[src/hw/rtl/assert_macros.svh]
// ----------------------------------------------------------------------------
// assert_macros.svh
// Assertion macros shared by the RTL; empty when SYNTHESIS is defined.
// ----------------------------------------------------------------------------
`ifndef ASSERT_MACROS_SVH
`define ASSERT_MACROS_SVH
`ifndef SYNTHESIS
// checked outside reset
`define AST_RST(lbl, clk, rst, prop) \
  lbl: assert property (@(posedge clk) disable iff (rst) prop) \
    else $error("assertion failed");
// checked at every edge, reset included
`define AST_ANY(lbl, clk, prop) \
  lbl: assert property (@(posedge clk) prop) else $error("assertion failed");
`else
`define AST_RST(lbl, clk, rst, prop)
`define AST_ANY(lbl, clk, prop)
`endif
`endif

[src/hw/rtl/adt_pkg.sv]
// ----------------------------------------------------------------------------
// adt_pkg
// Shared constants, register indexes and stage bundles of the target unit.
// ----------------------------------------------------------------------------
package adt_pkg;

  localparam int TGT_W  = 256;
  localparam int OFF_W  = 52;
  localparam int FRAC_W = 16;

  localparam int SPACING_DEF = 600;
  localparam int TAU_DEF     = 172800;
  localparam int FRAC_DEF    = 16;

  localparam logic [63:0] POLY_C1    = 64'd195766423245049;
  localparam logic [63:0] POLY_C2    = 64'd971821376;
  localparam logic [63:0] POLY_C3    = 64'd5127;
  localparam logic [63:0] POLY_ROUND = 64'd1 << 47;

  localparam logic [31:0] CMP_SIGN = 32'h0080_0000;
  localparam logic [31:0] CMP_MANT = 32'h007f_ffff;

  typedef enum logic [2:0] {
    REG_LIM0, REG_LIM1, REG_LIM2, REG_LIM3,
    REG_ALLOW, REG_ATIME, REG_AHEIGHT, REG_ABITS
  } reg_idx_t;

  typedef struct packed {
    logic                    valid;
    logic                    minrule;
    logic signed [OFF_W-1:0] off;
    logic [TGT_W-1:0]        tgt;
  } prep_t;

  typedef struct packed {
    logic              valid;
    logic              minrule;
    logic              big;
    logic              neg;
    logic [7:0]        shamt;
    logic [FRAC_W-1:0] frac;
    logic [TGT_W-1:0]  tgt;
  } shift_t;

  typedef struct packed {
    logic             valid;
    logic             minrule;
    logic             over;
    logic [TGT_W-1:0] tgt;
  } scaled_t;

endpackage

[src/hw/rtl/adt_enc.sv]
// ----------------------------------------------------------------------------
// adt_enc
// Limit clamp and compact encoding; last stage is the output register.
// ----------------------------------------------------------------------------
module adt_enc import adt_pkg::*; (
  input  logic             clk,
  input  logic             rst,
  input  logic             en,
  input  scaled_t          d,
  input  logic [TGT_W-1:0] lim,
  output logic             out_valid,
  output logic [31:0]      next_bits,
  output logic             limit_applied
);

  logic             sel;
  logic             s13_v, s13_flag;
  logic [TGT_W-1:0] s13_val;
  logic [5:0]       size;
  logic             s14_v, s14_flag;
  logic [TGT_W-1:0] s14_val;
  logic [5:0]       s14_size;
  logic [31:0]      c;
  logic [7:0]       sz8;

  assign sel = d.minrule | d.over | (d.tgt > lim);

  always_ff @(posedge clk) begin
    if (rst) begin
      s13_v <= 1'b0;
    end else if (en) begin
      s13_v <= d.valid;
    end
    if (en) begin
      s13_flag <= sel;
      s13_val  <= sel ? lim : d.tgt;
    end
  end

  // byte length of the value
  always_comb begin
    size = '0;
    for (int i = 0; i < TGT_W / 8; i++) begin
      if (s13_val[8*i +: 8] != '0) begin
        size = 6'(i + 1);
      end
    end
  end

  always_ff @(posedge clk) begin
    if (rst) begin
      s14_v <= 1'b0;
    end else if (en) begin
      s14_v <= s13_v;
    end
    if (en) begin
      s14_flag <= s13_flag;
      s14_val  <= s13_val;
      s14_size <= size;
    end
  end

  always_comb begin
    sz8 = 8'(s14_size);
    if (s14_size <= 6'd3) begin
      c = s14_val[31:0] << {(2'd3 - s14_size[1:0]), 3'b000};
    end else begin
      c = 32'(s14_val >> {(s14_size - 6'd3), 3'b000});
    end
    // keep the sign bit clear
    if ((c & CMP_SIGN) != '0) begin
      c   = c >> 8;
      sz8 = sz8 + 8'd1;
    end
  end

  always_ff @(posedge clk) begin
    if (rst) begin
      out_valid <= 1'b0;
    end else if (en) begin
      out_valid <= s14_v;
    end
    if (en) begin
      next_bits     <= {sz8, 24'(c & CMP_MANT)};
      limit_applied <= s14_flag;
    end
  end

endmodule

[config.mk]
export PLATFORM = sky130hd
export DESIGN_NAME = adt_enc
export DESIGN_NICKNAME = d
export VERILOG_FILES = /design/src/hw/rtl/assert_macros.svh /design/src/hw/rtl/adt_pkg.sv /design/src/hw/rtl/adt_enc.sv
export SDC_FILE = /design/constraint.sdc
export NUM_CORES = 2
export LEC_CHECK = 0
export ABC_CLOCK_PERIOD_IN_PS = 7600
export BUFFER_PORTS_ARGS = -buffer_cell sky130_fd_sc_hd__buf_2
export CORE_UTILIZATION = 60
export DETAILED_ROUTE_END_ITERATION = 6
export PLACE_DENSITY = 0.85
export SETUP_SLACK_MARGIN = 0.3
export SLEW_MARGIN = 20
export SYNTH_ARGS = -nofsm -noshare
export SYNTH_HDL_FRONTEND = slang
export SYNTH_SLANG_ARGS = --single-unit
export TNS_END_PERCENT = 30
[constraint.sdc]
create_clock -name clk -period 7.6 [get_ports clk]
set_input_delay 1.52 -clock clk [delete_from_list [all_inputs] [get_ports clk]]
set_output_delay 1.52 -clock clk [all_outputs]
set_load 0.01 [all_outputs]
==> results_dict.tcl <==
set metrics [dict create \
    hold_class "reg -> reg" \
    routed_wl_um 108000 \
    grt_pass1_vias 25974 \
    cts_made_buffers 56 \
    ios 552 \
    num_vias 27478 \
    nets 4244 \
    clk_latency_ns 0.63 \
    synth_warnings 0 \
    gp_congestion 0.999 \
    fill_cells 4198 \
    post_dp_cell_area_um2 39500 \
    dieArea_um2 61700 \
    seq_area_frac_synth_pct 45.6 \
    drive_gt1_share_pct 30.5 \
    cp.arrival_ns 6.42 \
    antenna_found_initial 6 \
    hpwl_um 83400 \
    route.detailed.drc 0 \
    ant_nets 0 \
    fin_area_um2 41400 \
    wl_per_cell_um 25.2 \
    die_height_um 248 \
    grt_pass1_wl_um 157000 \
    ctsResizeCount 0 \
    instances_no_fill 4291 \
    rows 89 \
    drv_cap 0 \
    max_freq_mhz 165 \
    drtPass1Iterations 5 \
    p_leak_nw 17.8 \
    initial_core_util_pct 61.2 \
    min_period_ns 6.04 \
    vias_per_cell 6.40 \
    finalCritPeriodShare_pct 79.5 \
    pwr-share-comb_pct 17.9 \
    cts_setup_buffers 0 \
    hold_violations 0 \
    synthCells 2976 \
    synthToLayoutAreaGrowth_pct 13.7 \
    path_max_fanout 36 \
    grt-ovfl-total 0 \
    cts.path.max_buffers 3 \
    die_w_um 248 \
    switching_share_pct 27.2 \
    mostFrequentLayoutCells "edfxtp_1, buf_2, inv_1" \
    max-slew-margin-rel_pct 12.5 \
    required_ns 7.98 \
    powerDensity_nw_per_um2 199 \
    core_um2 59500 \
    clock-sinks 554 \
    grt_start_max_net_pins 190 \
    cts_tree "done" \
    finClkSkew_ns 0.0239 \
    totalPowerFinal_mw 8.22 \
    synthFlopType "edfxtp_1" \
    grt_usage_pct 34.3 \
    rsz0062_at_grt "no" \
    clkPwrFrac_pct 34.3 \
    tns_ns 0 \
    status "finished clean" \
    port_buffers 549 \
    synth_edf_count 551 \
    syn_area_um2 36400 \
    worstMarginPinSlew_ns 1.30 \
    layout_commonest_cell "edfxtp_1" \
    max-vdd-ir-drop_mv 0.157 \
    clock-root-buffer "clkbuf_16" \
    htreeDepth 2 \
    place_inst 4184 \
    clkTransAtPathRegs_ns 0.07 \
    start_kind "input pin" \
    drtIter0Drc 3125 \
    drv_slew 0 \
    syn_avg_cell_area_um2 12.2 \
    async_flop_share_pct 0 \
    cts_hold_buf 0 \
    ys_types 72 \
    critical_path_class "in -> reg" \
    setup_violations 0 \
    ys_ff_latch 554 \
    seqPwrFrac_pct 47.8 \
    switching_power_mw 2.24 \
    p_int_mw 5.98 \
    end_kind "flop" \
]
cell families (layout without fill, tap and decap cells):
kind of cell	count (synthesis)	after routing	share of synthesized area (%)
buffers and inverters	422	959	5.61
AND/OR/NAND/NOR	622	622	8.31
adder cells (fa/ha/maj)	257	257	8.83
flip-flops	554	554	45.6
XOR/XNOR	10	10	0.241
AO/OA/AOI/OAI	523	523	9.26
other	1	6	0.0103
multiplexers	587	587	22.1
registers in the layout, indices dropped and copies added, names as in the netlist, 6 cells and up:
register,flops
s13_val,256
next_bits,30
s14_size,6
s14_val,256
Yosys cell counts (25+ instances only):
| master | instances | area [um^2] |
|---|---|---|
| inv_1 | 268 | 1010 |
| nor3_1 | 37 | 185 |
| mux2i_1 | 197 | 1970 |
| buf_2 | 30 | 150 |
| mux4_2 | 76 | 1710 |
| ha_1 | 257 | 3220 |
| nor4_1 | 54 | 338 |
| nor2_1 | 159 | 597 |
| a311oi_1 | 26 | 228 |
| mux2_2 | 92 | 1040 |
| edfxtp_1 | 551 | 16500 |
| a21oi_1 | 164 | 821 |
| clkbuf_1 | 67 | 251 |
| a211oi_1 | 85 | 638 |
| nor2b_1 | 25 | 156 |
| mux2_4 | 222 | 3330 |
| nand4_1 | 43 | 269 |
| nand3_1 | 44 | 220 |
| nand2_1 | 183 | 687 |
| o21ai_0 | 86 | 430 |
routing by layer:
| layer | up-vias | GRT usage (%) | routed length [um] |
|---|---|---|---|
| met1 | 13286 | 47.0 | 43500 |
| met3 | 244 | 5.69 | 10300 |
| met5 | - | 0 | 22 |
| met4 | 4 | 11.4 | 3760 |
| met2 | 1555 | 55.4 | 50500 |
| li1 | 12389 | - | - |
through the flow:
step | worst slack [ns] | utilization (%) | hold WS, ns
floorplan | 3.09 | - | 0.400
global placement | 0.925 | 66.5 | 0.400
detailed placement | 0.997 | 66.5 | 0.406
CTS | 1.63 | 69.6 | 0.422
global route | 1.47 | 69.6 | 0.424
finish | 1.56 | 69.6 | 0.421
layout make-up:
type	count	area, um^2	area share (%)
multi-input combinational	2002	17900	43.1
sequential	554	16600	40.1
timing repair buffer	585	3100	7.49
clock buffer	67	1440	3.48
inverter	270	1010	2.45
tap	773	967	2.34
clock inverter	37	414	1.00
antenna	3	7.51	0.0181
final timing paths:
kind | to | slack [ns] | cells past startpoint | from
setup / recovery | s13_val[17] | 1.56 | 12 | lim[215]
hold / removal | s14_flag | 0.42 | 0 | s13_flag
setup reg to reg | next_bits[8] | 2.58 | 9 | s14_size[1]
hold reg to reg | s14_flag | 0.42 | 0 | s13_flag
power groups by stage:
stage | clock (mW) | sequential [mW] | combinational (mW)
3_3_place_gp | 0 | 3.97 | 1.40
6_report | 2.82 | 3.93 | 1.47
5_1_grt | 2.96 | 3.94 | 1.58
3_5_place_dp | 0 | 3.97 | 1.43
4_1_cts | 2.85 | 3.91 | 1.44
2_1_floorplan | 0 | 3.85 | 0.918
critical path: stages:
cell	delay [ns]
buf_2	0.09
inv_1	0.05
ha_1	0.31
nand4_1	0.14
nor4_1	0.61
nor4bb_1	0.46
and2_1	0.54
o21ai_1	0.47
nand4b_1	0.22
o31a_2	0.87
buf_4	0.69
mux2_2	0.41
(Power assumes the default switching activity.)
