===== config.mk =====
export PLATFORM = sky130hd
export DESIGN_NAME = adt_div
export DESIGN_NICKNAME = d
export VERILOG_FILES = /design/src/hw/rtl/assert_macros.svh /design/src/hw/rtl/adt_pkg.sv /design/src/hw/rtl/adt_div.sv
export SDC_FILE = /design/constraint.sdc
export NUM_CORES = 2
export LEC_CHECK = 0
export BUFFER_PORTS_ARGS = -buffer_cell sky130_fd_sc_hd__buf_2
export CAP_MARGIN = 0
export CELL_PAD_IN_SITES_DETAIL_PLACEMENT = 0
export CELL_PAD_IN_SITES_GLOBAL_PLACEMENT = 2
export CORE_ASPECT_RATIO = 1.25
export CORE_UTILIZATION = 44
export DETAILED_ROUTE_END_ITERATION = 8
export PLACE_DENSITY = 0.79
export SLEW_MARGIN = 20
export SYNTH_ARGS = -nofsm -noshare
export SYNTH_HDL_FRONTEND = slang
export SYNTH_SLANG_ARGS = --single-unit

===== constraint.sdc =====
create_clock -name clk -period 10.1 [get_ports clk]
set_input_delay 1.01 -clock clk [delete_from_list [all_inputs] [get_ports clk]]
set_output_delay 1.01 -clock clk [all_outputs]
set_load 0.01 [all_outputs]

===== src/hw/rtl/assert_macros.svh =====
// ----------------------------------------------------------------------------
// assert_macros.svh
// Assertion macros shared by the RTL; empty when SYNTHESIS is defined.
// ----------------------------------------------------------------------------
`ifndef ASSERT_MACROS_SVH
`define ASSERT_MACROS_SVH
`ifndef SYNTHESIS
// checked outside reset
`define AST_RST(lbl, clk, rst, prop) \
  lbl: assert property (@(posedge clk) disable iff (rst) prop) \
    else $error("assertion failed");
// checked at every edge, reset included
`define AST_ANY(lbl, clk, prop) \
  lbl: assert property (@(posedge clk) prop) else $error("assertion failed");
`else
`define AST_RST(lbl, clk, rst, prop)
`define AST_ANY(lbl, clk, prop)
`endif
`endif


===== src/hw/rtl/adt_pkg.sv =====
// ----------------------------------------------------------------------------
// adt_pkg
// Shared constants, register indexes and stage bundles of the target unit.
// ----------------------------------------------------------------------------
package adt_pkg;

  localparam int TGT_W  = 256;
  localparam int OFF_W  = 52;
  localparam int FRAC_W = 16;

  localparam int SPACING_DEF = 600;
  localparam int TAU_DEF     = 172800;
  localparam int FRAC_DEF    = 16;

  localparam logic [63:0] POLY_C1    = 64'd195766423245049;
  localparam logic [63:0] POLY_C2    = 64'd971821376;
  localparam logic [63:0] POLY_C3    = 64'd5127;
  localparam logic [63:0] POLY_ROUND = 64'd1 << 47;

  localparam logic [31:0] CMP_SIGN = 32'h0080_0000;
  localparam logic [31:0] CMP_MANT = 32'h007f_ffff;

  typedef enum logic [2:0] {
    REG_LIM0, REG_LIM1, REG_LIM2, REG_LIM3,
    REG_ALLOW, REG_ATIME, REG_AHEIGHT, REG_ABITS
  } reg_idx_t;

  typedef struct packed {
    logic                    valid;
    logic                    minrule;
    logic signed [OFF_W-1:0] off;
    logic [TGT_W-1:0]        tgt;
  } prep_t;

  typedef struct packed {
    logic              valid;
    logic              minrule;
    logic              big;
    logic              neg;
    logic [7:0]        shamt;
    logic [FRAC_W-1:0] frac;
    logic [TGT_W-1:0]  tgt;
  } shift_t;

  typedef struct packed {
    logic             valid;
    logic             minrule;
    logic             over;
    logic [TGT_W-1:0] tgt;
  } scaled_t;

endpackage


===== src/hw/rtl/adt_div.sv =====
// ----------------------------------------------------------------------------
// adt_div
// Offset divided by tau: reciprocal multiply with one correction, twice.
// ----------------------------------------------------------------------------
module adt_div import adt_pkg::*; #(
  parameter int TAU  = TAU_DEF,
  parameter int FRAC = FRAC_DEF
) (
  input  logic   clk,
  input  logic   rst,
  input  logic   en,
  input  prep_t  d,
  output shift_t q
);

  localparam int L = $clog2(TAU);
  localparam int K = 31 + L;
  localparam logic [31:0]      RECIP = 32'((64'd1 << K) / TAU);
  localparam logic [OFF_W-1:0] SAT   = OFF_W'(64'(TAU) << 8);
  localparam logic [31:0]      TAU32 = 32'(TAU);

  // stage 2
  logic [OFF_W-1:0] mag;
  logic             s2_v, s2_min, s2_neg, s2_sat;
  logic [31:0]      s2_m;
  logic [63:0]      s2_p;
  logic [TGT_W-1:0] s2_t;
  // stage 3
  logic [8:0]       qe;
  logic             s3_v, s3_min, s3_neg, s3_sat;
  logic [8:0]       s3_q;
  logic [31:0]      s3_r;
  logic [TGT_W-1:0] s3_t;
  // stage 4
  logic [8:0]       qc;
  logic [31:0]      rc;
  logic             s4_v, s4_min, s4_neg, s4_sat;
  logic [8:0]       s4_q;
  logic [31:0]      s4_r;
  logic [63:0]      s4_rp;
  logic [TGT_W-1:0] s4_t;
  // stage 5
  logic [FRAC-1:0]  fe;
  logic             s5_v, s5_min, s5_neg, s5_sat;
  logic [8:0]       s5_q;
  logic [FRAC-1:0]  s5_fe;
  logic [47:0]      s5_d;
  logic [TGT_W-1:0] s5_t;
  // stage 6
  logic [FRAC-1:0]  fq;
  logic [8:0]       whole;
  logic [FRAC-1:0]  frac;

  assign mag = d.off[OFF_W-1] ? OFF_W'(-d.off) : OFF_W'(d.off);

  always_ff @(posedge clk) begin
    if (rst) begin
      s2_v <= 1'b0;
    end else if (en) begin
      s2_v <= d.valid;
    end
    if (en) begin
      s2_min <= d.minrule;
      s2_neg <= d.off[OFF_W-1];
      s2_sat <= mag >= SAT;
      s2_m   <= mag[31:0];
      s2_p   <= 64'(mag[31:0]) * 64'(RECIP);
      s2_t   <= d.tgt;
    end
  end

  assign qe = 9'(s2_p >> K);

  always_ff @(posedge clk) begin
    if (rst) begin
      s3_v <= 1'b0;
    end else if (en) begin
      s3_v <= s2_v;
    end
    if (en) begin
      s3_min <= s2_min;
      s3_neg <= s2_neg;
      s3_sat <= s2_sat;
      s3_q   <= qe;
      s3_r   <= s2_m - 32'(32'(qe) * TAU32);
      s3_t   <= s2_t;
    end
  end

  always_comb begin
    qc = s3_q;
    rc = s3_r;
    if (s3_r >= TAU32) begin
      qc = s3_q + 9'd1;
      rc = s3_r - TAU32;
    end
  end

  always_ff @(posedge clk) begin
    if (rst) begin
      s4_v <= 1'b0;
    end else if (en) begin
      s4_v <= s3_v;
    end
    if (en) begin
      s4_min <= s3_min;
      s4_neg <= s3_neg;
      s4_sat <= s3_sat;
      s4_q   <= qc;
      s4_r   <= rc;
      s4_rp  <= 64'(rc) * 64'(RECIP);
      s4_t   <= s3_t;
    end
  end

  assign fe = FRAC'(s4_rp >> (K - FRAC));

  always_ff @(posedge clk) begin
    if (rst) begin
      s5_v <= 1'b0;
    end else if (en) begin
      s5_v <= s4_v;
    end
    if (en) begin
      s5_min <= s4_min;
      s5_neg <= s4_neg;
      s5_sat <= s4_sat;
      s5_q   <= s4_q;
      s5_fe  <= fe;
      s5_d   <= (48'(s4_r) << FRAC) - 48'(48'(fe) * 48'(TAU));
      s5_t   <= s4_t;
    end
  end

  // negative offsets round the exponent down: whole+1, 1 - frac
  always_comb begin
    fq    = (s5_d >= 48'(TAU)) ? s5_fe + FRAC'(1) : s5_fe;
    whole = s5_q;
    frac  = fq;
    if (s5_neg && (fq != '0)) begin
      whole = s5_q + 9'd1;
      frac  = FRAC'(-fq);
    end
  end

  always_ff @(posedge clk) begin
    if (rst) begin
      q.valid <= 1'b0;
    end else if (en) begin
      q.valid <= s5_v;
    end
    if (en) begin
      q.minrule <= s5_min;
      q.big     <= s5_sat | whole[8];
      q.neg     <= s5_neg;
      q.shamt   <= whole[7:0];
      q.frac    <= FRAC_W'(frac);
      q.tgt     <= s5_t;
    end
  end

endmodule


==> run_results.csv <==
group,metric,value,unit
status,status,"completed",
setup_path,critPathSlowestCell,"xnor2_1",
grt,grtUsageMet3,3.28,%
floorplanning,fp.coreArea,178000,um2
clock_network,cts_max_level,4,
route,drt-initial-drc-count,1988,
placement,dp.cells,8314,
route,wl_per_cell,20.0,um
clock_network,cts_buffer_depth,3,
yosys,ys_dominant_reg_cell,"edfxtp_1",
clock_network,clk_latency,0.81,ns
timing,timing.final.crit_share,95.2,%
yosys,synth.avg_cell_area,15.1,um2
grt,grt_pass1_wl,258000,um
route,drtPass1Iterations,5,
setup_path,cp_max_fo,4,
setup_path,cp_top_family,"adder cells",
setup_path,path_buf_inv,7,
placement,dp_slack,0.273,ns
timing,fin_worst_skew,0.0581,ns
route,antenna_left,0,
yosys,ys_ff_latch,1527,
run,drv_cap,0,
route,routed_wl,172000,um
floorplanning,die_x,382,um
placement,dpl.hpwl,136000,um
clock_network,cts.clk_slew.worst_paths,0.07,ns
clock_network,hold_buffers,0,
min_path,min_path_cells,1,
floorplanning,die_h,476,um
layout,syn_to_final_growth,15.0,%
clock_network,cts_root_buf,"clkbuf_16",
clock_network,cts_inserted_buffers,148,
setup_path,reg2reg_depth,34,
setup_path,critPathArrivalTime,10.11,ns
timing,final.min_clock_period,9.61,ns
clock_network,post_cts_resized,0,
timing,slew_headroom,25.9,%
grt,antenna_found_initial,18,
grt,grt_max_degree,207,
layout,final_cell_mix,"edfxtp_1 (1522), inv_1 (1093), ha_1 (865)",
clock_network,cts_setup_buffers,0,
floorplanning,ios,597,
timing,worst_slack,0.485,ns
layout,layout.nets,7808,
yosys,netlist_instances,5258,
yosys,synth-edff-count,1522,
route,via_count,41466,
timing,drv_slew,0,
route,drc_errors,0,
placement,io_buffer_count,596,
route,vias_per_cell,4.83,
timing,clock.fmax,104,MHz
timing,hold_viol_final,0,
timing,setup_viol,0,
floorplanning,die-area,182000,um2
clock_network,cts_tree,"done",
timing,rsz0062_at_grt,"no",
grt,top_usage_layer,"met2",
floorplanning,rows,173,
setup_path,reg2reg_to,"s4_rp[47]",
yosys,syn_area,79200,um2
setup_path,r2r-start,"s3_r[8]",
setup_path,cp_data_required_time,10.60,ns
setup_path,cp-start-kind,"flip-flop",
setup_path,critical_path_class,"reg -> reg",
min_path,min_from,"d[33]",
min_path,holdPathEnd,"s2_t[33]",
grt,gr-total-overflow,0,
grt,groute.usage.overall,19.0,%
timing,worst_slew_pin_slew,1.11,ns
yosys,syn_nets,6964,
floorplanning,start_util,44.4,%
placement,gp_congestion,0.859,
yosys,yosys_warnings,0,
layout,layoutNonFillerInstCount,8588,
yosys,synthTopCellsByArea,"edfxtp_1 (58%), ha_1 (14%), fa_1 (13%)",
layout,drive_gt1_share,15.4,%
setup_path,critPathCaptureType,"flip-flop",
yosys,post-synth-top-area-cell,"edfxtp_1",
yosys,synth_top_area_share,57.7,%
min_path,hold_class,"in -> reg",
grt,globalRouteMet2Util,36.0,%
yosys,synth.distinct_cells,80,
setup_path,critPathMaxStageDelay,0.60,ns
layout,layout_commonest_cell,"edfxtp_1",
clock_network,clock_sinks,1527,
setup_path,worst-r2r-setup-slack,0.49,ns
timing,fin_setup_tns,0,ns
setup_path,crit_cells,34,
yosys,async_flop_share,0,%
grt,grt_pass1_vias,43673,
yosys,seq_area_frac_synth,57.8,%
grt,grt.met1_usage,21.5,%
setup_path,crit_path_frequent_cell,"fa_1",
## metal layers
layer | vias up | part of all wire, %
li1 | 19903 | -
met1 | 20596 | 38
met2 | 715 | 55
met3 | 238 | 3.9
met4 | 14 | 2.9
met5 | - | 0.048
## cell type report
| class | count | area (um2) |
|---|---|---|
| antenna | 6 | 15.0 |
| clock buffer | 179 | 3820 |
| clock inverter | 89 | 1180 |
| fill | 15219 | 87200 |
| inverter | 1094 | 4110 |
| multi-input combinational | 2620 | 29300 |
| sequential | 1527 | 45800 |
| tap | 2362 | 2960 |
| timing repair buffer | 711 | 3950 |
## worst register-to-register path: cells and delay by family (launching register included)
| kind | cells | cell delay [ns] |
|---|---|---|
| fa+ha+maj | 10 | 4.23 |
| compound gates | 10 | 2.23 |
| xor+xnor | 3 | 0.94 |
| simple gates | 4 | 0.76 |
| buf+inv | 7 | 0.73 |
| flops | 1 | 0.48 |
## stage by stage
step	hold WS (ns)	instance area [um2]	utilization, %
global route	0.295	91100	51.1
global placement	0.400	86100	48.3
finish	0.365	91100	51.1
detailed placement	0.405	86100	48.3
CTS	0.279	91100	51.1
floorplan	0.400	79200	-
## registers in the layout, summed over array words and instances (netlist names), 9 cells and up
signal and count:
s4_rp 16, s4_q 9, s2_t 256, s5_q 9, s3_q 9, s5_fe 16, s2_p 9, q 284
s4_r 32, s5_t 256, s3_t 256, s5_d 39, s2_m 32, s4_t 256, s3_r 32
## cell usage after synthesis, drive strengths merged (5+ instances only)
| cell type | instances |
|---|---|
| a2111oi | 7 |
| a211o | 6 |
| a211oi | 9 |
| a21o | 67 |
| a21oi | 125 |
| a31oi | 18 |
| and2 | 8 |
| and3 | 20 |
| clkbuf | 14 |
| dfxtp | 5 |
| edfxtp | 1522 |
| fa | 528 |
| ha | 865 |
| inv | 1093 |
| mux2i | 11 |
| nand2 | 115 |
| nand2b | 16 |
| nand3 | 43 |
| nand3b | 5 |
| nand4 | 26 |
| nor2 | 139 |
| nor2b | 22 |
| nor3 | 36 |
| nor4 | 26 |
| o2111ai | 6 |
| o211ai | 7 |
| o21a | 19 |
| o21ai | 83 |
| o21bai | 21 |
| o31a | 8 |
| o31ai | 24 |
| o41ai | 9 |
| or2 | 15 |
| or3 | 22 |
| or4 | 18 |
| xnor2 | 149 |
| xor2 | 88 |
## worst max path at each step
stage               slack [ns]   endpoint     from
floorplan                 0.76  s4_rp[48]  s3_r[8]
global placement          0.34   s2_p[57]   d[262]
detailed placement        0.27   s2_p[57]   d[262]
CTS                       0.39  s4_rp[47]  s3_r[8]
global route              0.04  s4_rp[47]  s3_r[8]
finish                    0.49  s4_rp[47]  s3_r[8]
## logic make-up (layout without fill, tap and decap cells)
| group | Yosys count | count (layout) | share of synthesized area, % |
|---|---|---|---|
| AO/OA/AOI/OAI | 451 | 451 | 3.79 |
| XOR/XNOR | 237 | 237 | 2.62 |
| adder cells (fa/ha/maj) | 1393 | 1393 | 27.0 |
| buffers and inverters | 1111 | 2073 | 5.27 |
| flip-flops | 1527 | 1527 | 57.8 |
| multiplexers | 14 | 14 | 0.182 |
| other | 0 | 6 | 0 |
| AND/OR/NAND/NOR | 525 | 525 | 3.35 |
Power is left out: the tool's default activity adds up to more than one toggle a clock period on the data nets, which glitch-free logic cannot reach.
