--- src/hw/rtl/assert_macros.svh ---
// ----------------------------------------------------------------------------
// assert_macros.svh
// Assertion macros shared by the RTL; empty when SYNTHESIS is defined.
// ----------------------------------------------------------------------------
`ifndef ASSERT_MACROS_SVH
`define ASSERT_MACROS_SVH
`ifndef SYNTHESIS
// checked outside reset
`define AST_RST(lbl, clk, rst, prop) \
  lbl: assert property (@(posedge clk) disable iff (rst) prop) \
    else $error("assertion failed");
// checked at every edge, reset included
`define AST_ANY(lbl, clk, prop) \
  lbl: assert property (@(posedge clk) prop) else $error("assertion failed");
`else
`define AST_RST(lbl, clk, rst, prop)
`define AST_ANY(lbl, clk, prop)
`endif
`endif

--- src/hw/rtl/adt_pkg.sv ---
// ----------------------------------------------------------------------------
// adt_pkg
// Shared constants, register indexes and stage bundles of the target unit.
// ----------------------------------------------------------------------------
package adt_pkg;

  localparam int TGT_W  = 256;
  localparam int OFF_W  = 52;
  localparam int FRAC_W = 16;

  localparam int SPACING_DEF = 600;
  localparam int TAU_DEF     = 172800;
  localparam int FRAC_DEF    = 16;

  localparam logic [63:0] POLY_C1    = 64'd195766423245049;
  localparam logic [63:0] POLY_C2    = 64'd971821376;
  localparam logic [63:0] POLY_C3    = 64'd5127;
  localparam logic [63:0] POLY_ROUND = 64'd1 << 47;

  localparam logic [31:0] CMP_SIGN = 32'h0080_0000;
  localparam logic [31:0] CMP_MANT = 32'h007f_ffff;

  typedef enum logic [2:0] {
    REG_LIM0, REG_LIM1, REG_LIM2, REG_LIM3,
    REG_ALLOW, REG_ATIME, REG_AHEIGHT, REG_ABITS
  } reg_idx_t;

  typedef struct packed {
    logic                    valid;
    logic                    minrule;
    logic signed [OFF_W-1:0] off;
    logic [TGT_W-1:0]        tgt;
  } prep_t;

  typedef struct packed {
    logic              valid;
    logic              minrule;
    logic              big;
    logic              neg;
    logic [7:0]        shamt;
    logic [FRAC_W-1:0] frac;
    logic [TGT_W-1:0]  tgt;
  } shift_t;

  typedef struct packed {
    logic             valid;
    logic             minrule;
    logic             over;
    logic [TGT_W-1:0] tgt;
  } scaled_t;

endpackage

--- src/hw/rtl/adt_prep.sv ---
// ----------------------------------------------------------------------------
// adt_prep
// Schedule offset, min-difficulty check and anchor target expansion.
// ----------------------------------------------------------------------------
module adt_prep import adt_pkg::*; #(
  parameter int SPACING = SPACING_DEF
) (
  input  logic        clk,
  input  logic        rst,
  input  logic        en,
  input  logic        in_valid,
  input  logic [31:0] prev_time,
  input  logic [30:0] prev_height,
  input  logic [31:0] new_time,
  input  logic        allow,
  input  logic [31:0] atime,
  input  logic [30:0] aheight,
  input  logic [31:0] abits,
  output prep_t       q
);

  localparam logic signed [OFF_W-1:0] SP = OFF_W'(SPACING);

  logic signed [33:0]      dt;
  logic signed [32:0]      dh;
  logic signed [OFF_W-1:0] dh_x;
  logic signed [OFF_W-1:0] off;
  logic                    minrule;
  logic [7:0]              size;
  logic [22:0]             mant;
  logic [4:0]              ls;
  logic [TGT_W-1:0]        tgt;

  assign dt   = $signed({2'b00, prev_time}) - $signed({2'b00, atime});
  assign dh   = $signed({2'b00, prev_height}) - $signed({2'b00, aheight}) + 33'sd1;
  assign dh_x = OFF_W'(dh);
  assign off  = OFF_W'(dt) - dh_x * SP;

  assign minrule = allow && ({2'b00, new_time} > ({2'b00, prev_time} + 34'(2 * SPACING)));

  assign size = abits[31:24];
  assign mant = abits[22:0];
  assign ls   = 5'(size - 8'd3);

  always_comb begin
    tgt = '0;
    if (size <= 8'd3) begin
      tgt = TGT_W'(mant >> {(2'd3 - size[1:0]), 3'b000});
    end else if (size < 8'd35) begin
      tgt = TGT_W'(mant) << {ls, 3'b000};
    end
  end

  always_ff @(posedge clk) begin
    if (rst) begin
      q.valid <= 1'b0;
    end else if (en) begin
      q.valid <= in_valid;
    end
    if (en) begin
      q.minrule <= minrule;
      q.off     <= off;
      q.tgt     <= tgt;
    end
  end

endmodule

--- config.mk ---
export PLATFORM = sky130hd
export DESIGN_NAME = adt_prep
export DESIGN_NICKNAME = d
export VERILOG_FILES = /design/src/hw/rtl/assert_macros.svh /design/src/hw/rtl/adt_pkg.sv /design/src/hw/rtl/adt_prep.sv
export SDC_FILE = /design/constraint.sdc
export NUM_CORES = 1
export LEC_CHECK = 0
export ABC_CLOCK_PERIOD_IN_PS = 13630
export BUFFER_PORTS_ARGS = -buffer_cell sky130_fd_sc_hd__buf_2
export CORE_ASPECT_RATIO = 1.4
export CORE_MARGIN = 3
export CORE_UTILIZATION = 50
export DETAILED_ROUTE_END_ITERATION = 10
export GPL_TIMING_DRIVEN = 0
export PLACE_DENSITY = 0.74
export SLEW_MARGIN = 10
export SYNTH_ARGS = -nofsm -noshare
export SYNTH_HDL_FRONTEND = slang
export SYNTH_SLANG_ARGS = --single-unit
export TNS_END_PERCENT = 50
--- constraint.sdc ---
create_clock -name clk -period 13.63 [get_ports clk]
set_clock_uncertainty 0.2 [all_clocks]
set_input_delay 2.726 -clock clk [delete_from_list [all_inputs] [get_ports clk]]
set_output_delay 2.726 -clock clk [all_outputs]
set_load 0.005 [all_outputs]
==> results of run 1 <==
## synthesized netlist by cell type, types with 10 or more instances
master     instances
a211oi_1          19
a21oi_1          144
nand3_1           50
o21ai_0           98
a22oi_1           46
mux2i_1           11
a2bb2oi_1         11
clkbuf_1          55
fa_1              66
o22ai_1           15
and3_1            26
nor2_1           345
ha_1             240
a31oi_1           23
and2_1            23
xnor2_1           99
inv_1            273
nor4_1            10
nand4_1           32
nand2_1          140
nor3_1            44
edfxtp_1         302
nand2b_1          30
xor2_1            71
o21bai_1          15
a21o_1            68
or3_1             12
o21a_1            24
nor2b_1           32
## per-stage QoR
| step | hold WS (ps) | utilization | instance area (um^2) |
|---|---|---|---|
| after detailed placement | 278.9 | 0.5816 | 27630 |
| final | 293.3 | 0.5998 | 28500 |
| after global routing | 361.2 | 0.5995 | 28490 |
| after global placement | 267.3 | 0.5796 | 27540 |
| after CTS | 295.1 | 0.5990 | 28460 |
| after floorplan | 285.0 | - | 24280 |
## final cells by class
type	count	area (um^2)	area share
multi-input combinational	1870	13840	0.4855
buffer	77	334.1	0.01172
antenna	13	32.53	0.001141
clock inverter	17	141.4	0.004961
inverter	273	1025	0.03596
sequential	303	9089	0.3189
tap	624	780.7	0.02739
timing repair buffer	499	2575	0.09035
clock buffer	30	686.9	0.02410
## final timing paths
check | end | startpoint | cells past startpoint | slack (ps)
worst max-delay path | q[298] | prev_height[0] | 36 | 1990
worst min-delay path | q[309] | q[309] | 2 | 290
worst min register to register | q[309] | q[309] | 2 | 290
worst max register to register | q[309] | q[309] | 2 | 12850
## logic make-up (layout without fill, tap and decap cells)
group | Yosys count | count (layout) | share of synthesized area
xor gates and xnor gates | 180 | 180 | 0.06896
adders and majority gates | 306 | 306 | 0.1781
AOI/OAI and AO/OA | 574 | 574 | 0.1586
and+or+nand+nor | 791 | 791 | 0.1557
muxes | 19 | 19 | 0.008246
buffers and inverters | 350 | 896 | 0.05597
other | 0 | 13 | 0
DFF | 303 | 303 | 0.3744
## critical path, delay by kind of cell
kind                     cells  cell delay, ps
AND/OR/NAND/NOR              9            2190
XOR/XNOR                     4             760
AO/OA/AOI/OAI               12            3390
buffers and inverters        5             280
adder cells (fa/ha/maj)      6            2370
## routing by layer
layer	vias to the layer above	part of all wire	track usage	wire length, um
met4	6	0.057	0.1468	4307
met5	-	0.00064	0	48
met1	9862	0.34	0.2929	25340
met2	877	0.52	0.5347	39440
met3	222	0.083	0.05479	6272
li1	10039	-	-	-
==> flow_summary.ini, run 1 <==
[outcome]
outcome = complete, no violations

[global_routing]
grt_usage = 0.2835
grt_overflow_total = 0
grt_pass1_vias = 21019
grt_first_pass_wirelength_mm = 114.1
antenna_found_initial = 15
grt_max_degree = 108

[critical_path]
criticalPathCategory = primary input to flip-flop
path_common_cell = inv_1
crit_path_max_incr_delay_ps = 600
endpoint_kind = flip-flop
worst_setup_path_start_kind = primary input
crit_arrival_ps = 11750
cpMaxStageDelayCell = nor4b_1
crit_fanout = 7
cp.required_ps = 13740

[placement]
place_inst = 3646
pre_cts_ws_ps = 1359
dp_hpwl_mm = 62.09
gp_congestion = 0.9750
portBuffers = 496

[logic_synthesis]
syn_area_mm2 = 0.02428
yosysWarnings = 0
seq_area_frac_synth = 0.3744
async_reset_ff_frac = 0
synthesis.nets = 3024
synth_area_leaders = edfxtp_1 37%, ha_1 12%, fa_1 5.4%, nor2_1 5.3%, inv_1 4.2%
synth-main-ff-cell = edfxtp_1
synth_cell_types = 103
ys_ff_latch = 303
synth_top_cell_by_area = edfxtp_1
synth_top_area_share = 0.3736
syn_area_per_cell_um2 = 9.622
synth-edff-count = 302
syn_inst = 2523

[clock_tree]
cts.sink_count = 303
cts-root-buf = clkbuf_16
post-cts-setup-buffer-count = 0
cts_tree = yes
hold_buffers = 0
h-tree-depth = 1
cts_resized = 0
path_clk_slew_ps = 80
clock_latency_ps = 550
numCtsBuffers = 26
ctsLongestPathBuffers = 3

[timing]
finalMaxSlewViolations = 0
slew_headroom = 0.1245
timing.final.crit_share = 0.8540
fin_crit_ps = 11640
hold_violations = 0
worst_slack_ps = 1990
rsz0062_at_grt = false
setup_viol = 0
tightest_slew_ps = 1313
setup_tns_ps = 0
fmax_mhz = 85.91

[cells_and_area]
largest_register_ffs = 303
final_cells = 3706
top_regs = q (303)
area_growth_pct = 17.39
fin_nets = 3551
final_common_cell = buf_2
largest-register = q
final_cell_mix = 503 x buf_2, 345 x nor2_1, 302 x edfxtp_1, 273 x inv_1, 240 x ha_1
layout-drive-gt1-share = 0.2017
fillers = 4104

[detailed_routing]
wl_per_cell_um = 20.35
via_per_inst = 5.668
drc = 0
drtAntennaViolNets = 0
dr.pass1.iters = 6
wirelength_mm = 75.41
num_vias = 21006
drt_iter0_markers = 1384

[die]
die_w_um = 192.2
core_mm2 = 0.04752
die_h_um = 266.7
ios = 505
start_util = 0.5109
die-area_mm2 = 0.05127
rows = 94

[worst_hold_path]
min_path_type = flip-flop to flip-flop

[run]
drv_cap = 0
Power of run 1 is not shown: default switching activity piles up to over one toggle a cycle in this logic, so the estimate is an artifact.
==> inputs of run 2 (changes only) <==
GPL_TIMING_DRIVEN = default   (was 0)
==> flow_summary.ini, run 2 (same netlist as run 1, synthesis figures left out) <==
[critical_path]
path_common_cell = inv_1
endpoint_kind = flip-flop
worst_setup_path_start_kind = primary input
crit_path_max_incr_delay_ps = 570
crit_fanout = 7
rr_endpoint = q[309]
ff2ff_path_depth = 2
r2r-start = q[309]
r2r_slack_ps = 12850
crit_arrival_ps = 11710
cp-startpoint = prev_height[0]
cp.required_ps = 13730
cpMaxStageDelayCell = nor4b_1
criticalPathCategory = primary input to flip-flop

[placement]
gp_congestion = 0.9621
pre_cts_ws_ps = 1422
dp_hpwl_mm = 60.51
portBuffers = 503

[detailed_routing]
wirelength_mm = 74.94
num_vias = 20874
dr.pass1.iters = 6
drtAntennaViolNets = 0
wl_per_cell_um = 20.57
drc = 0
drt_iter0_markers = 1582
via_per_inst = 5.728

[clock_tree]
cts_resized = 0
numCtsBuffers = 27
cts-root-buf = clkbuf_16
ctsLongestPathBuffers = 3
post-cts-setup-buffer-count = 0
cts.sink_count = 303
cts_tree = yes
path_clk_slew_ps = 70
h-tree-depth = 1
clock_latency_ps = 550
hold_buffers = 0

[die]
die_h_um = 266.7
rows = 94
start_util = 0.5109
core_mm2 = 0.04752
die-area_mm2 = 0.05127
die_w_um = 192.2
ios = 505

[timing]
tightest_slew_ps = 1223
holdWs_ps = 292.6
worst_slack_ps = 2024
timing.final.crit_share = 0.8515
setup_viol = 0
finalMaxSlewViolations = 0
fmax_mhz = 86.16
fin_crit_ps = 11610
hold_violations = 0
slew_headroom = 0.1845
setup_tns_ps = 0
rsz0062_at_grt = false

[cells_and_area]
layout-drive-gt1-share = 0.2031
final_common_cell = buf_2
top_regs = q (303)
area_growth_pct = 15.97
fillers = 4094
largest_register_ffs = 303
final_cell_mix = 502 x buf_2, 345 x nor2_1, 302 x edfxtp_1, 273 x inv_1, 240 x ha_1
largest-register = q
fin_nets = 3486

[global_routing]
grt_usage = 0.2806
grt_use_met1 = 0.2919
antenna_found_initial = 17
grt_util_met3 = 0.05689
grt_pass1_vias = 20508
use_met2 = 0.5278
grt_first_pass_wirelength_mm = 112.4
gr-max-usage-layer = met2
grt_max_degree = 186
grt_overflow_total = 0

[worst_hold_path]
min-delay-start = q[309]
hold_depth = 2
min_path_type = flip-flop to flip-flop
whs_endpoint = q[309]

[outcome]
outcome = complete, no violations

[run]
drv_cap = 0
==> run 2: changes by cell type in the layout (fill, tap and decap cells not counted), sizes merged <==
| cell | change |
|---|---|
| buf | -10 |
| bufinv | -1 |
| clkbuf | -55 |
| clkinv | +1 |
| clkinvlp | +1 |
| diode | +3 |
| inv | -1 |
==> run 2: worst max-delay path by stage <==
stage / depth (start not counted) / slack (ps) / to
2_1_floorplan: 35 / 2660 / q[298]
3_3_place_gp: 36 / 1580 / q[298]
3_5_place_dp: 36 / 1420 / q[299]
4_1_cts: 36 / 1990 / q[299]
5_1_grt: 36 / 1340 / q[298]
6_report: 36 / 2020 / q[298]
==> run 2: final cells by class <==
class / count / area (um^2) / share of cell area
tap: 624 / 780.7 / 0.02773
multi-input combinational: 1870 / 13830 / 0.4912
antenna: 16 / 40.04 / 0.001422
timing repair buffer: 510 / 2592 / 0.09208
clock inverter: 17 / 106.4 / 0.003778
sequential: 303 / 9089 / 0.3228
inverter: 273 / 1025 / 0.03640
clock buffer: 31 / 690.7 / 0.02453
==> run 2: critical path: cells and delay by family <==
kind / cells / cell delay, ps
AO/OA/AOI/OAI: 12 / 3300
XOR/XNOR: 4 / 760
adder cells (fa/ha/maj): 6 / 2380
buffers and inverters: 5 / 280
AND/OR/NAND/NOR: 9 / 2210
==> run 2: per-stage QoR <==
stage          utilization  std cells  area, um^2
2_1_floorplan            -       2523       24280
3_3_place_gp        0.5749       3580       27320
3_5_place_dp        0.5749       3580       27320
4_1_cts             0.5917       3628       28110
5_1_grt             0.5922       3638       28140
6_report            0.5925       3644       28150
==> run 2: routing by layer <==
metal | vias up | share of wire
li1 | 9916 | -
met5 | - | 0.0010
met4 | 10 | 0.054
met3 | 213 | 0.085
met2 | 942 | 0.52
met1 | 9793 | 0.34
Power of run 2 is left out for the same reason.
